`config.mk`:
```
export PLATFORM = sky130hd
export DESIGN_NAME = task_fifo_with_id_removal_unit
export DESIGN_NICKNAME = d
export VERILOG_FILES = /design/src/hdl/tfr_pkg.sv /design/src/hdl/tfr_ram.sv /design/src/hdl/tfr_datapath.sv /design/src/hdl/tfr_ctrl.sv /design/src/hdl/task_fifo_with_id_removal_unit.sv
export SDC_FILE = /design/constraint.sdc
export NUM_CORES = 2
export LEC_CHECK = 0
export BUFFER_PORTS_ARGS = -buffer_cell sky130_fd_sc_hd__clkbuf_2
export CORE_ASPECT_RATIO = 0.7
export CORE_MARGIN = 2
export CORE_UTILIZATION = 39
export CTS_CLUSTER_DIAMETER = 60
export CTS_CLUSTER_SIZE = 28
export DETAILED_ROUTE_END_ITERATION = 12
export SYNTH_ARGS = -nofsm -noshare
export SYNTH_HDL_FRONTEND = slang
export SYNTH_HIERARCHICAL = 1
export SYNTH_SLANG_ARGS = --single-unit
```
`constraint.sdc`:
```
create_clock -name clk -period 36.6 [get_ports clk]
set_clock_uncertainty 0.15 [all_clocks]
set_input_delay 5.49 -clock clk [delete_from_list [all_inputs] [get_ports clk]]
set_output_delay 5.49 -clock clk [all_outputs]
set_load 0.02 [all_outputs]
```
`src/hdl/tfr_pkg.sv`:
```
// shared types and constants for the task fifo with id removal
// no dependencies; the datapath, controller and top modules import this package
package tfr_pkg;

  // field widths fixed by the interface
  localparam int CAP_W  = 5;
  localparam int FILL_W = 5;

  // request type codes
  localparam logic [2:0] OP_ENQ    = 3'd0;
  localparam logic [2:0] OP_DEQ    = 3'd1;
  localparam logic [2:0] OP_PEEK   = 3'd2;
  localparam logic [2:0] OP_REMOVE = 3'd3;
  localparam logic [2:0] OP_FIND   = 3'd4;

  // result codes
  localparam logic [1:0] RC_OK        = 2'd0;
  localparam logic [1:0] RC_FULL      = 2'd1;
  localparam logic [1:0] RC_EMPTY     = 2'd2;
  localparam logic [1:0] RC_NOT_FOUND = 2'd3;

  // request transaction
  typedef struct packed {
    logic [2:0]  req_type;
    logic [2:0]  kind_in;
    logic [1:0]  prio_in;
    logic [31:0] desc_handle_in;
    logic [31:0] lookup_id;
  } req_t;

  // result transaction
  typedef struct packed {
    logic [1:0]        result_code;
    logic [31:0]       out_id;
    logic [2:0]        out_kind;
    logic [1:0]        out_prio;
    logic [31:0]       out_stamp;
    logic [31:0]       out_desc_handle;
    logic [FILL_W-1:0] fill_count;
    logic              is_empty;
  } rsp_t;

  // one stored task record
  typedef struct packed {
    logic [31:0] id;
    logic [2:0]  kind;
    logic [1:0]  prio;
    logic [31:0] stamp;
    logic [31:0] desc;
  } rec_t;

  // controller states
  typedef enum logic [2:0] {
    ST_IDLE,
    ST_DISPATCH,
    ST_SCAN,
    ST_SHIFT,
    ST_FINISH
  } state_t;

  // which record the result carries
  typedef enum logic [1:0] {
    SEL_ZERO,
    SEL_REC,
    SEL_ENQ
  } sel_t;

  // fill count adjustment applied with the result
  typedef enum logic [1:0] {
    ADJ_NONE,
    ADJ_INC,
    ADJ_DEC
  } adj_t;

  // how a request finishes
  typedef struct packed {
    logic [1:0] code;
    sel_t       sel;
    adj_t       adj;
  } fin_t;

  // commands from controller to datapath
  typedef struct packed {
    logic accept;
    logic sweep_start;
    logic from_next;
    logic sweep_step;
    logic shift;
    logic capture;
    logic load;
    fin_t res;
  } cmd_t;

  // status from datapath to controller
  typedef struct packed {
    logic [2:0] op;
    logic       empty;
    logic       full;
    logic       hit;
    logic       sweep_done;
    logic       out_free;
  } stat_t;

endpackage

```
`src/hdl/tfr_ram.sv`:
```
// generic simple dual port ram with registered read
// no dependencies
module tfr_ram #(
  parameter int WIDTH = 8,
  parameter int DEPTH = 16
) (
  input  logic                     clk,
  input  logic                     we,
  input  logic [$clog2(DEPTH)-1:0] waddr,
  input  logic [WIDTH-1:0]         wdata,
  input  logic                     re,
  input  logic [$clog2(DEPTH)-1:0] raddr,
  output logic [WIDTH-1:0]         rdata
);

  logic [WIDTH-1:0] mem [DEPTH];

  // one write and one registered read per cycle
  always_ff @(posedge clk) begin
    if (we) begin
      mem[waddr] <= wdata;
    end
    if (re) begin
      rdata <= mem[raddr];
    end
  end

endmodule

```
`src/hdl/tfr_datapath.sv`:
```
// datapath: record store, fill and id counters, sweep pointer, result register
// depends on tfr_pkg and tfr_ram
module tfr_datapath import tfr_pkg::*; #(
  parameter int DEPTH = 16
) (
  input  logic             clk,
  input  logic             rst,
  input  req_t             req,
  input  logic             cfg_we,
  input  logic [CAP_W-1:0] cfg_data,
  output rsp_t             rsp,
  output logic             rsp_valid,
  input  logic             rsp_stall,
  input  cmd_t             cmd,
  output stat_t            stat
);

  localparam int IW = $clog2(DEPTH);
  localparam int CW = $clog2(DEPTH + 1);
  localparam int LW = (CW > CAP_W) ? CW : CAP_W;
  localparam int RW = $bits(rec_t);

  req_t             req_q;
  logic [CAP_W-1:0] cap;
  logic [CW-1:0]    held;
  logic [CW-1:0]    held_new;
  logic [31:0]      next_id;
  logic [31:0]      stamp_cnt;
  logic [CW-1:0]    ptr;
  logic [IW-1:0]    rd_idx;
  logic             rd_pend;
  rec_t             rec;
  rec_t             rd_rec;
  rec_t             new_rec;
  rec_t             out_rec;
  rsp_t             rsp_next;
  logic [LW-1:0]    cap_ext;
  logic [LW-1:0]    held_ext;
  logic [LW-1:0]    held_new_ext;
  logic [LW-1:0]    limit;
  logic             rd_en;
  logic             wr_en;
  logic             enq_load;
  logic [IW-1:0]    wr_addr;
  logic [RW-1:0]    wr_data;
  logic [RW-1:0]    ram_rdata;
  logic             first_mode;

  // record store
  tfr_ram #(
    .WIDTH(RW),
    .DEPTH(DEPTH)
  ) u_ram (
    .clk  (clk),
    .we   (wr_en),
    .waddr(wr_addr),
    .wdata(wr_data),
    .re   (rd_en),
    .raddr(ptr[IW-1:0]),
    .rdata(ram_rdata)
  );

  assign rd_rec = rec_t'(ram_rdata);

  // effective capacity: zero or above depth means full depth
  assign cap_ext  = LW'(cap);
  assign held_ext = LW'(held);
  always_comb begin
    if (cap_ext == '0 || cap_ext > LW'(DEPTH)) begin
      limit = LW'(DEPTH);
    end else begin
      limit = cap_ext;
    end
  end

  // sweep reads one slot per cycle below the fill count
  assign rd_en = cmd.sweep_step && (ptr < held);

  // shift writes the pending slot one place down; enqueue writes at the tail
  assign enq_load = cmd.load && (cmd.res.sel == SEL_ENQ);
  assign wr_en    = (cmd.sweep_step && cmd.shift && rd_pend) || enq_load;
  assign wr_addr  = cmd.shift ? (rd_idx - IW'(1)) : held[IW-1:0];
  assign wr_data  = cmd.shift ? ram_rdata : RW'(new_rec);

  // dequeue and peek take the first slot read, the others match on id
  assign first_mode = (req_q.req_type == OP_DEQ) || (req_q.req_type == OP_PEEK);

  // status to controller
  assign stat.op         = req_q.req_type;
  assign stat.empty      = (held == '0);
  assign stat.full       = (held_ext >= limit);
  assign stat.hit        = rd_pend && (first_mode || rd_rec.id == req_q.lookup_id);
  assign stat.sweep_done = !rd_pend && (ptr >= held);
  assign stat.out_free   = !rsp_valid || !rsp_stall;

  // result assembly
  always_comb begin
    new_rec.id    = next_id;
    new_rec.kind  = req_q.kind_in;
    new_rec.prio  = req_q.prio_in;
    new_rec.stamp = stamp_cnt;
    new_rec.desc  = req_q.desc_handle_in;

    held_new = held;
    unique case (cmd.res.adj)
      ADJ_NONE: held_new = held;
      ADJ_INC:  held_new = held + CW'(1);
      ADJ_DEC:  held_new = held - CW'(1);
      default:  held_new = held;
    endcase
    held_new_ext = LW'(held_new);

    unique case (cmd.res.sel)
      SEL_ZERO: out_rec = '0;
      SEL_REC:  out_rec = rec;
      SEL_ENQ:  out_rec = new_rec;
      default:  out_rec = '0;
    endcase

    rsp_next.result_code     = cmd.res.code;
    rsp_next.out_id          = out_rec.id;
    rsp_next.out_kind        = out_rec.kind;
    rsp_next.out_prio        = out_rec.prio;
    rsp_next.out_stamp       = out_rec.stamp;
    rsp_next.out_desc_handle = out_rec.desc;
    rsp_next.fill_count      = held_new_ext[FILL_W-1:0];
    rsp_next.is_empty        = (held_new == '0);
  end

  // control registers
  always_ff @(posedge clk) begin
    if (rst) begin
      cap       <= '0;
      held      <= '0;
      next_id   <= 32'd1;
      stamp_cnt <= 32'd1;
      ptr       <= '0;
      rd_pend   <= 1'b0;
      rsp_valid <= 1'b0;
    end else begin
      if (cfg_we) begin
        cap <= cfg_data;
      end

      // sweep pointer
      if (cmd.sweep_start) begin
        ptr     <= cmd.from_next ? (CW'(rd_idx) + CW'(1)) : '0;
        rd_pend <= 1'b0;
      end else if (cmd.sweep_step) begin
        rd_pend <= rd_en;
        if (rd_en) begin
          ptr <= ptr + CW'(1);
        end
      end

      // result handoff and state update
      if (cmd.load) begin
        rsp_valid <= 1'b1;
        held      <= held_new;
        if (enq_load) begin
          next_id   <= next_id + 32'd1;
          stamp_cnt <= stamp_cnt + 32'd1;
        end
      end else if (rsp_valid && !rsp_stall) begin
        rsp_valid <= 1'b0;
      end
    end
  end

  // payload registers
  always_ff @(posedge clk) begin
    if (cmd.accept) begin
      req_q <= req;
    end
    if (rd_en) begin
      rd_idx <= ptr[IW-1:0];
    end
    if (cmd.capture) begin
      rec <= rd_rec;
    end
    if (cmd.load) begin
      rsp <= rsp_next;
    end
  end

endmodule

```
`src/hdl/tfr_ctrl.sv`:
```
// controller state machine sequencing dispatch, search, gap closing and result
// depends on tfr_pkg
module tfr_ctrl import tfr_pkg::*; (
  input  logic  clk,
  input  logic  rst,
  input  logic  req_valid,
  output logic  req_stall,
  input  stat_t stat,
  output cmd_t  cmd
);

  state_t state;
  state_t state_next;
  fin_t   fin;
  fin_t   fin_next;

  // state register
  always_ff @(posedge clk) begin
    if (rst) begin
      state <= ST_IDLE;
    end else begin
      state <= state_next;
    end
  end

  // finish descriptor
  always_ff @(posedge clk) begin
    fin <= fin_next;
  end

  assign req_stall = (state != ST_IDLE);

  // next state and commands
  always_comb begin
    state_next = state;
    fin_next   = fin;
    cmd        = '0;
    cmd.res    = fin;
    unique case (state)
      ST_IDLE: begin
        if (req_valid) begin
          cmd.accept = 1'b1;
          state_next = ST_DISPATCH;
        end
      end

      ST_DISPATCH: begin
        unique case (stat.op)
          OP_ENQ: begin
            state_next = ST_FINISH;
            if (stat.full) begin
              fin_next = '{code: RC_FULL, sel: SEL_ZERO, adj: ADJ_NONE};
            end else begin
              fin_next = '{code: RC_OK, sel: SEL_ENQ, adj: ADJ_INC};
            end
          end
          OP_DEQ, OP_PEEK, OP_REMOVE: begin
            if (stat.empty) begin
              fin_next   = '{code: RC_EMPTY, sel: SEL_ZERO, adj: ADJ_NONE};
              state_next = ST_FINISH;
            end else begin
              cmd.sweep_start = 1'b1;
              state_next      = ST_SCAN;
            end
          end
          OP_FIND: begin
            cmd.sweep_start = 1'b1;
            state_next      = ST_SCAN;
          end
          default: begin
            fin_next   = '{code: RC_OK, sel: SEL_ZERO, adj: ADJ_NONE};
            state_next = ST_FINISH;
          end
        endcase
      end

      // walk entries oldest first until a hit or the end
      ST_SCAN: begin
        if (stat.hit) begin
          cmd.capture = 1'b1;
          if (stat.op == OP_DEQ || stat.op == OP_REMOVE) begin
            cmd.sweep_start = 1'b1;
            cmd.from_next   = 1'b1;
            fin_next        = '{code: RC_OK, sel: SEL_REC, adj: ADJ_DEC};
            state_next      = ST_SHIFT;
          end else begin
            fin_next   = '{code: RC_OK, sel: SEL_REC, adj: ADJ_NONE};
            state_next = ST_FINISH;
          end
        end else if (stat.sweep_done) begin
          fin_next   = '{code: RC_NOT_FOUND, sel: SEL_ZERO, adj: ADJ_NONE};
          state_next = ST_FINISH;
        end else begin
          cmd.sweep_step = 1'b1;
        end
      end

      // move later entries down one slot to close the gap
      ST_SHIFT: begin
        cmd.sweep_step = 1'b1;
        cmd.shift      = 1'b1;
        if (stat.sweep_done) begin
          state_next = ST_FINISH;
        end
      end

      // hand the result to the output register once it is free
      ST_FINISH: begin
        if (stat.out_free) begin
          cmd.load   = 1'b1;
          state_next = ST_IDLE;
        end
      end

      default: begin
        state_next = ST_IDLE;
      end
    endcase
  end

endmodule

```
`src/hdl/task_fifo_with_id_removal_unit.sv`:
```
// task fifo with id removal: one request at a time, one result transaction each.
// enqueue, undefined and empty results finish without a search; dequeue, peek, remove
// and find search oldest first (find also on an empty queue), and a remove or dequeue
// hit then moves the later entries down one slot.
// the next request is accepted while the result is offered; a stalled result holds back only the next result.
// synchronous reset empties the queue, sets id and stamp counters to 1, capacity to 0 (full depth).
module task_fifo_with_id_removal_unit import tfr_pkg::*; #(
  parameter int DEPTH = 16
) (
  input  logic             clk,
  input  logic             rst,
  input  logic             req_valid,
  output logic             req_stall,
  input  req_t             req,
  output logic             rsp_valid,
  input  logic             rsp_stall,
  output rsp_t             rsp,
  input  logic             cfg_we,
  input  logic [CAP_W-1:0] cfg_data
);

  cmd_t  cmd;
  stat_t stat;

  // sequencing
  tfr_ctrl u_ctrl (
    .clk      (clk),
    .rst      (rst),
    .req_valid(req_valid),
    .req_stall(req_stall),
    .stat     (stat),
    .cmd      (cmd)
  );

  // storage and result path
  tfr_datapath #(
    .DEPTH(DEPTH)
  ) u_datapath (
    .clk      (clk),
    .rst      (rst),
    .req      (req),
    .cfg_we   (cfg_we),
    .cfg_data (cfg_data),
    .rsp      (rsp),
    .rsp_valid(rsp_valid),
    .rsp_stall(rsp_stall),
    .cmd      (cmd),
    .stat     (stat)
  );

endmodule
```
==> metrics.log <==
INFO  metric ys_top_cells_by_count = sky130_fd_sc_hd__edfxtp_1 (2,008), sky130_fd_sc_hd__mux4_2 (404), sky130_fd_sc_hd__a22oi_1 (303), sky130_fd_sc_hd__nor2_1 (203), sky130_fd_sc_hd__nand2_1 (141)
INFO  metric fillerInstances = 17,406
INFO  metric clk-insertion-delay-late = approximately 0.78 ns
INFO  metric wirelength = 190,000 um
INFO  metric n_antenna_cell = 0
INFO  metric drv.max_cap_violation_count = 0
INFO  metric timing.hold.worst.class = register to register
INFO  metric cts_setup_buffers = 0
INFO  metric cts_hold_repair.buffers = 0
INFO  metric critPathMaxFanout = 47
INFO  metric dieWidth = 545 um
INFO  metric final-instance-count-excl-fill = 6,840
INFO  metric timing.critical_path.arrival = 9.65 ns
INFO  metric fin_setup_tns = 0 ns
INFO  metric maxClockFrequency = 0.106 GHz
INFO  metric global_route.peak_usage_layer = met1
INFO  metric dp.cells = 6,637
INFO  metric synth_enable_flop_cells = 2,008
INFO  metric totalPowerFinal = 4300 uW
INFO  metric clockBufferDepth = 3
INFO  metric timing.final.setup_violations = 0
INFO  metric powerDensity = 48.9 nW/um^2
INFO  metric drt_first_pass_iters = 5
INFO  metric worst_setup_path_start_kind = primary input
INFO  metric dpl-instance-area = 83,900 um^2
INFO  metric status = finished, final reports clean
INFO  metric die_area = 208,000 um^2
INFO  metric synth_flop_cell = sky130_fd_sc_hd__edfxtp_1
INFO  metric initial_core_util = 0.394
INFO  metric async_flop_share = 0
INFO  metric worst-endpoint-required = 36.85 ns
INFO  metric final_min_period_over_clock_period = 0.257
INFO  metric criticalPathCategory = primary input to register
INFO  metric clockRootBuffer = sky130_fd_sc_hd__clkbuf_16
INFO  metric detailroute.via_count = 38,313
INFO  metric drc_viols = 0
INFO  metric peakVddDrop = 0.0366 mV
INFO  metric synth_register_bits = around 2,100
INFO  metric slew_viol_final = 0
INFO  metric grt_pass1_vias = 37,576
INFO  metric critical_path.endpoint_type = register
INFO  metric cts_tree = done
INFO  metric worst-slew-pin-transition = 1.18 ns
INFO  metric top_level_ports = 193
INFO  metric core_area = 203,000 um^2
INFO  metric met3_usage = 0.0272
INFO  metric place.port_buffers = 192
INFO  metric grt_remaining_overflow = 0
INFO  metric clock-sinks = 2,092
INFO  metric post_cts_clock_slew_at_the_launch_and_capture_registers_of_the_worst_setup_and_hold_paths = 0.09 ns
INFO  metric period_needed = 9.40 ns
INFO  metric core.rowCount = around 140
INFO  metric grt_use_met2 = 0.275
INFO  metric track_usage = 0.182
INFO  metric grt_start_max_net_pins = 114
INFO  metric chipHeight = 383 um
INFO  metric use_met1 = 0.281
INFO  metric synthesis.area = 79,800 um^2
INFO  metric final_util = 0.434
INFO  metric antenna_found_initial = 5
INFO  metric post_synth_inst_count = 3,849
INFO  metric gpl.final_weighted_congestion = 0.774
INFO  metric yosysWarningCount = 6
INFO  metric ys_seq_area_frac = 0.776
INFO  metric global_route_wire_length_before_repair = 276,000 um
INFO  metric final_nets = 4,123
INFO  metric rsz_0062_raised_after_global_routing = false
INFO  metric post-synth-top-count-cell = sky130_fd_sc_hd__edfxtp_1
INFO  metric post_synth_main_area_contributors = sky130_fd_sc_hd__edfxtp_1 (76%), sky130_fd_sc_hd__mux4_2 (11%), sky130_fd_sc_hd__a22oi_1 (2.8%)
INFO  metric detail_route.vias_per_cell = 5.60
INFO  metric cts_made_buffers = around 110
INFO  metric unique_cell_type_count_in_the_yosys_netlist = 67
INFO  metric clock_tree.htree_level_count = 3
INFO  metric postLayoutCellArea = a little under 90,000 um^2
INFO  metric syn2layout_area_growth = 10.1%
INFO  metric cellLeakagePower = 0.0244 uW
INFO  metric hpwl = about 110,000 um
INFO  metric postSynthNetCount = slightly below 4,000
INFO  metric post-synth-top-area-fraction = 0.755
INFO  metric share_of_layout_cells_above_drive_strength_1 = 0.248
INFO  metric avgSynthCellArea = 20.7 um^2
INFO  metric antenna_violating_nets_post_route = 0
INFO  metric synth_top_area_cell = sky130_fd_sc_hd__edfxtp_1
INFO  metric ctsResizeCount = 0
INFO  metric drt_iter0_markers = 4,889
INFO  metric finalHoldViolCount = 0
INFO  metric worst_slew_margin_rel = 0.213
INFO  metric detail_route.wl_per_cell = 27.8 um
[cell families after synthesis]
family,count (synthesis),share of synthesized area
flip-flops,2092,0.776
buffers and inverters,246,0.0160
multiplexers,504,0.128
adder cells (fa/ha/maj),21,0.00329
AND/OR/NAND/NOR,507,0.0309
XOR/XNOR,103,0.0113
AO/OA/AOI/OAI,376,0.0343
[report_power, final]
group          switching (uW)  total (uW)  internal, uW
sequential               12.9        2640          2620
clock                     834        1500           665
combinational             107         164          56.9
[critical path: stages]
cell	delay, ns
sky130_fd_sc_hd__clkbuf_2	0.08
sky130_fd_sc_hd__nand2_1	0.14
sky130_fd_sc_hd__and3_4	0.36
sky130_fd_sc_hd__and2_1	0.53
sky130_fd_sc_hd__a31o_2	0.27
sky130_fd_sc_hd__or3b_1	0.52
sky130_fd_sc_hd__nor2_4	0.68
sky130_fd_sc_hd__buf_4	0.65
sky130_fd_sc_hd__buf_4	0.80
[through the flow]
step / hold WS (ns) / setup WS, ns
after CTS: 0.288 / 27.15
after floorplan: 0.250 / 19.44
after detailed placement: 0.274 / 26.30
final: 0.281 / 27.20
after global routing: 0.297 / 26.99
after global placement: 0.261 / 26.46
[metal layers]
layer	share of wire	wire, um	vias up
met2	0.46	87300	1371
met5	0	0	-
li1	-	-	16112
met1	0.46	87100	20688
met3	0.069	13200	142
met4	0.014	2760	0
[path summary, 6_finish.rpt]
| check | from | endpoint | slack [ns] | depth (start not counted) |
|---|---|---|---|---|
| worst max-delay path | rsp_stall | u_datapath/u_ram/mem[1][26] | 27.20 | 9 |
| worst min-delay path | u_ctrl/cmd[4] | u_datapath/rsp[107] | 0.28 | 0 |
| worst max register to register | u_datapath/ptr[0] | u_datapath/u_ram/rdata[27] | 29.95 | 8 |
| worst min register to register | u_ctrl/cmd[4] | u_datapath/rsp[107] | 0.28 | 0 |
[cell usage in the layout (no fill, tap or decap), drive strengths merged, types with 2 or more instances in the layout]
master and count:
nand3b 5, and2 9, nor2b 9, nand4 14, xor2 44, clkinv 33, and4 11, a211oi 3
o22a 2, clkbuf 304, a21oi 22, o21ai 24, clkinvlp 14, a31oi 3, nor4 33, mux4 404
edfxtp 2008, buf 83, a22oi 303, nor2 204, nand2 141, nand2b 8, or3 10, mux2i 8
ha 21, inv 64, o221a 2, and3 7, nor3 20, nand3 25, nor3b 2, xnor2 59
bufinv 9, nor4b 5, dfxtp 84, mux2 92, a21o 5
[state kept, by name (all words and copies together), names as in the netlist]
signal,count
u_datapath/rec,101
u_datapath/rd_idx,4
u_datapath/req_q,32
u_datapath/next_id,32
u_datapath/u_ram/rdata,101
u_datapath/cap,5
u_datapath/rsp,109
u_datapath/stat,3
u_ctrl/state,3
u_datapath/ptr,5
u_datapath/new_rec,37
u_datapath/rsp_valid,1
u_datapath/rd_pend,1
u_datapath/stamp_cnt,32
u_datapath/held,5
u_datapath/u_ram/mem,1616
u_ctrl/cmd,5
[final cells by class]
class                      count  area [um^2]  area share
tap                         2730         3420      0.0389
timing repair buffer         274         1600      0.0182
multi-input combinational   1511        16800       0.191
clock buffer                 113         2800      0.0318
clock inverter                90         1220      0.0138
sequential                  2092        62000       0.705
inverter                      30          113     0.00128
Note: power is estimated with default switching activity, not from simulation.
